--- src/mi3_det.sv ---
// ----------------------------------------------------------------------------
// mi3_det
// Two stages: expansion products along row 0, then their sum. The cofactors
// are delayed to stay aligned with the determinant.
// ----------------------------------------------------------------------------
`default_nettype none
module mi3_det #(
  parameter int IW = 16
) (
  input  wire logic                    clk,
  input  wire logic                    en,
  input  wire logic signed [2*IW:0]    cof_i [9],
  input  wire logic signed [IW-1:0]    row0  [3],
  output logic signed [2*IW:0]         cof_o [9],
  output logic signed [3*IW+2:0]       det
);

  localparam int CW  = 2*IW + 1;
  localparam int PW  = CW + IW;
  localparam int DTW = PW + 2;

  logic signed [PW-1:0]  prod_r [3];
  logic signed [DTW-1:0] det_r;
  logic signed [CW-1:0]  ca_r [9];
  logic signed [CW-1:0]  cb_r [9];

  always_ff @(posedge clk) begin
    if (en) begin
      for (int j = 0; j < 3; j++) begin
        prod_r[j] <= PW'(cof_i[j*3]) * PW'(row0[j]);
      end
      det_r <= DTW'(prod_r[0]) + DTW'(prod_r[1]) + DTW'(prod_r[2]);
      ca_r  <= cof_i;
      cb_r  <= ca_r;
    end
  end

  assign cof_o = cb_r;
  assign det   = det_r;

endmodule
`default_nettype wire

--- config.mk ---
export PLATFORM = sky130hd
export DESIGN_NAME = mi3_det
export DESIGN_NICKNAME = d
export VERILOG_FILES = /design/src/mi3_det.sv
export SDC_FILE = /design/constraint.sdc
export NUM_CORES = 2
export LEC_CHECK = 0
export ABC_AREA = 1
export BUFFER_PORTS_ARGS = -buffer_cell sky130_fd_sc_hd__buf_2
export CAP_MARGIN = 15
export CORE_MARGIN = 4
export CORE_UTILIZATION = 40
export DETAILED_ROUTE_END_ITERATION = 12
export PLACE_DENSITY = 0.55
export SLEW_MARGIN = 20
export SYNTH_ARGS = -nofsm -noshare
export SYNTH_HDL_FRONTEND = slang
export SYNTH_SLANG_ARGS = --single-unit
--- constraint.sdc ---
create_clock -name clk -period 8.3 [get_ports clk]
set_input_delay 0.415 -clock clk [delete_from_list [all_inputs] [get_ports clk]]
set_output_delay 0.415 -clock clk [all_outputs]
set_load 0.02 [all_outputs]
* Yosys cells after proc, flatten, opt, wreduce, memory -nomap -nowiden
Memory sizes are Yosys's and may differ from the RTL's. Index checks and enable logic that the tools add are counted. W data, S select, Z words.
Word-level totals: bits in registers 645, bits in writable memories 147, output and inout port bits 348, word-level logic and storage cells 27, memories 1
Cells by class: add/subtract/negate cells 2, multiply operators 3, mux-type cells 2
Memories:
- prod_r | depth 3, width 49, read ports 3, clocked after Yosys merged registers in 0, wr ports 3, line 22 | logic signed [PW-1:0] prod_r [3];
Operators by type and width (count):
- $mul A33 B16 Y49 | 3
- $add A50 B49 Y51 | 1
- $add A49 B49 Y50 | 1
- $mux W1 | 2

* Logic depth before layout (Yosys ltp)
depth after elaboration 2, mapped depth 29

* Worst setup path after synthesis
No wires, ideal clock.
path type input port to flip-flop, from input row0[36] (netlist bit), to memory prod_r[0][47] (netlist bit), data pin, library setup time 0.253 ns, arrival time 5.560 ns, required time 8.047 ns, path slack 2.488 ns, cell stages on the path 24, buffers on the path 2, cells stage by stage clkbuf_1 -> clkbuf_1 -> nand2_1 -> fa_1 -> inv_1 -> fa_1 -> inv_1 -> fa_1 -> inv_1 -> fa_1 -> inv_1 -> fa_1 -> fa_1 -> inv_1 -> ha_1 -> nand2_1 -> inv_1 -> nand2_1 -> nor3_1 -> nand2_1 -> nor2_1 -> nand2_1 -> nand4_1 -> nand2_1
RTL lines:
- start, declared | line 13 | input wire logic signed [IW-1:0] row0 [3],
- end, declared | line 22

==> impl_results.md <==
* Hold EP: ca_r[98]$_DFFE_PP_
* Final wirelength at 271 mm
* Syn Area/Cell at 8.80 sq um
* Setup ws final at 2.07 ns
* Post-synth EDFFs at 792
* Worst rel slew slack at 32.7%
* Nets at 13,200
* FF-to-FF setup slack at 4.91 ns
* Max stage delay cell, worst path: fa_1
* Status: completed
* Worst setup EP type: flop
* Root Driver: clkbuf_16
* Largest family of logic cells by synthesized area: adder cells
* Hold path cells at 1
* # IOs at 695
* Clock Skew at 0.0450 ns
* Clock Sinks at 792
* Post-CTS setup repair buffer count at 0
* CP dominant cell by count: fa_1
* Family with the most delay on the worst path: adder cells
* Num rows at 173
* Setup_tns at 0 ns
* Clock transition at path regs at 0.06 ns
* Largest net degree at the start of global routing at 144
* Critical Path RT at 8.74 ns
* DRT Pass-1 Iters at 7
* Hold_sp: cof_i[98]
* CP startpoint: row0[20]
* Antenna viol nets, final at 0
* Compound-gate portion of the synthesized area at 1.54%
* Core ar. at 223,000 sq um
* GRT met2 Usage at 40.1%
* Worst EP arrival at 6.67 ns
* Routed vias/inst at 4.73
* Inserted Clock Buffers at 90
* Buffers plus inverters on the worst setup path at 3
* Fraction of synthesized area in multiplexers at 0%
* Syn. warnings at 0
* Drt initial violations at 4,349
* Tcrit/Tclk final at 75.1%
* Final min period at 6.23 ns
* CP cell instances: buf_2, nand2_1, fa_1, inv_1, fa_1, fa_1, fa_1, fa_1, fa_1, ha_1, nand2_2, nor2_2, inv_1, nor2_1, nand2_1, nor2_1, nand2_1, nand4_1, nand2_1
* Gp weighted congestion at 0.908
* GRT busiest layer: met2
* Die area at 232,000 sq um
* Met1 Use GR at 31.6%
* Reg-to-Reg End: det[45]$_DFFE_PP_
* Starting Density at 40.3%
* Pre-CTS WS at 1.38 ns
* Crit Path Category: input port to flop
* Ys async rst share at 0%
* Synth Area in Simple Gates at 16.4%
* Tot GR Track Use at 23.6%
* Critical path launch point type: input port
* H-tree levels at 3
* Synth Area in Adders at 40.0%
* Fmax at 160 MHz
* # DRC at 0
* Flops & latches, synth at 792
* Synth unique cells at 34
* I/O Buffers at 694
* Met3 Use GR at 3.04%
* DP HPWL at 219 mm
* Synth Cell Area at 89,900 sq um
* First-pass GRT wire length at 420 mm
* Die Y at 482 um
* Final Max Tran Viols at 0
* Die extent in x at 482 um
* Vias at 65,900
* Final setup violation count at 0
* Final hold vios at 0
* Grt ovf at 0
* Ratio of cells with drive above 1 in the final layout at 9.40%
* Post-Syn Nets at 12,500
* Number of global-route vias before repair at 70,800
* Sequential area share after synthesis at 26.4%
* Worst hold path class: input port to flop
* Fillcell total at 21,700
* Layout area overhead at 12.2%
* Synth Flop Type: edfxtp_1
* Worst skew pair latency at 0.75 ns
* Critical R2R Launch: prod_r[0][50]$_DFFE_PP_
* Reg2reg path depth at 14
* Initial antenna violation count at 5
* Post-synthesis cell count at 10,200
* Max Root-Sink Buffers at 3
* CTS tree: yes
* Synth Area in XOR/XNOR at 1.32%
* RSZ-0062 raised after global routing: false
* Largest stage delay on the critical path at 0.80 ns
* MaxCap Viol Count at 0
* Worst-Margin Slew at 1.01 ns
* Worst Path Max Fanout at 33
* Post-DR wirelength/cell at 19.4 um
## routing by layer
metal / vias to the layer above / part of all wire [%]
li1: 30500 / -
met1: 33000 / 43
met2: 2032 / 48
met3: 307 / 6.0
met4: 2 / 3.3
met5: - / 0.0033
## logic make-up after synthesis
family                     after synthesis
xor gates and xnor gates               136
and+or+nand+nor                       3678
adders and majority gates             1947
AOI/OAI and AO/OA                      259
buffers and inverters                 3409
DFF                                    792
## Yosys cell counts, types with 13 or more instances
master,n,share of area [%]
nor2_2,61,0.42
or2_2,20,0.14
nor3_1,15,0.083
o21bai_1,13,0.11
nand2_2,40,0.28
o21ai_0,57,0.32
nand3_1,191,1.1
xnor2_1,41,0.40
nand4_1,59,0.41
a21oi_1,172,0.96
edfxtp_1,792,26
inv_1,3024,13
nand2_1,2892,12
xor2_1,95,0.93
nor2_1,353,1.5
inv_2,20,0.083
ha_1,397,5.5
clkbuf_1,361,1.5
fa_1,1550,35
## area by class of cell
cell class / instances / area (sq um) / share of cell area [%]
multi-input cells: 6020 / 53300 / 52.9
flip-flops and latches: 792 / 23800 / 23.6
inverters: 3045 / 11400 / 11.3
repair buffers: 908 / 5640 / 5.58
well taps: 2975 / 3720 / 3.69
clock buffers: 107 / 2320 / 2.29
clock inverters: 58 / 668 / 0.662
diodes: 8 / 20.0 / 0.0198
## worst max-delay path by stage
stage | endpoint | slack (ns) | cells after the start
detailed placement | prod_r[0][94]$_DFFE_PP_ | 1.38 | 19
floorplan | prod_r[0][47]$_DFFE_PP_ | 2.49 | 24
global placement | prod_r[0][94]$_DFFE_PP_ | 1.47 | 19
finish | prod_r[0][94]$_DFFE_PP_ | 2.07 | 19
global route | prod_r[0][94]$_DFFE_PP_ | 1.91 | 19
CTS | prod_r[0][94]$_DFFE_PP_ | 2.16 | 19
## per-stage QoR
| step | hold WS (ns) | area (sq um) | utilization [%] | cells |
|---|---|---|---|---|
| 3_5_place_dp | 0.405 | 95900 | 43.0 | 13500 |
| 2_1_floorplan | 0.400 | 89900 | - | 10200 |
| 5_1_grt | 0.0903 | 101000 | 45.3 | 13900 |
| 3_3_place_gp | 0.400 | 95900 | 43.0 | 13500 |
| 6_report | 0.143 | 101000 | 45.3 | 13900 |
| 4_1_cts | 0.0583 | 101000 | 45.3 | 13900 |
## worst reg2reg max path, cell delays in order, from the launching register on
cell and delay (ns):
edfxtp_1 0.47, fa_1 0.54, ha_1 0.27, inv_1 0.09
fa_1 0.46, inv_1 0.15, nand3_1 0.11, nand3_2 0.16
nand2_1 0.09, nand2_2 0.15, nand2_1 0.07, nand2_1 0.21
nand2_1 0.17, nand4_1 0.13, nand2_1 0.06
## cell usage in the layout, fill, tap and decap left out, types with 57 or more instances in the layout
cell,netlist,final
ha_1,397,397
a21oi_1,172,172
inv_1,3024,3024
xor2_1,95,95
o21ai_0,57,57
buf_2,0,693
edfxtp_1,792,792
nand3_1,191,191
nor2_2,61,61
fa_1,1550,1550
nand2_1,2892,2892
clkbuf_16,0,90
nand4_1,59,59
nor2_1,353,353
dlygate4sd3_1,0,198
## sequential cells by signal, indices dropped and copies added (netlist names)
signal	cells
ca_r	297
det	51
cof_o	297
prod_r	147
## timing repair
action / in CTS / in global routing
gates resized for setup: 0 / 0
hold endpoints to repair: 198 / 0
hold buffers: 198 / 0
Power is not shown: default switching activity piles up to over one toggle a cycle in this logic, so the estimate is an artifact.
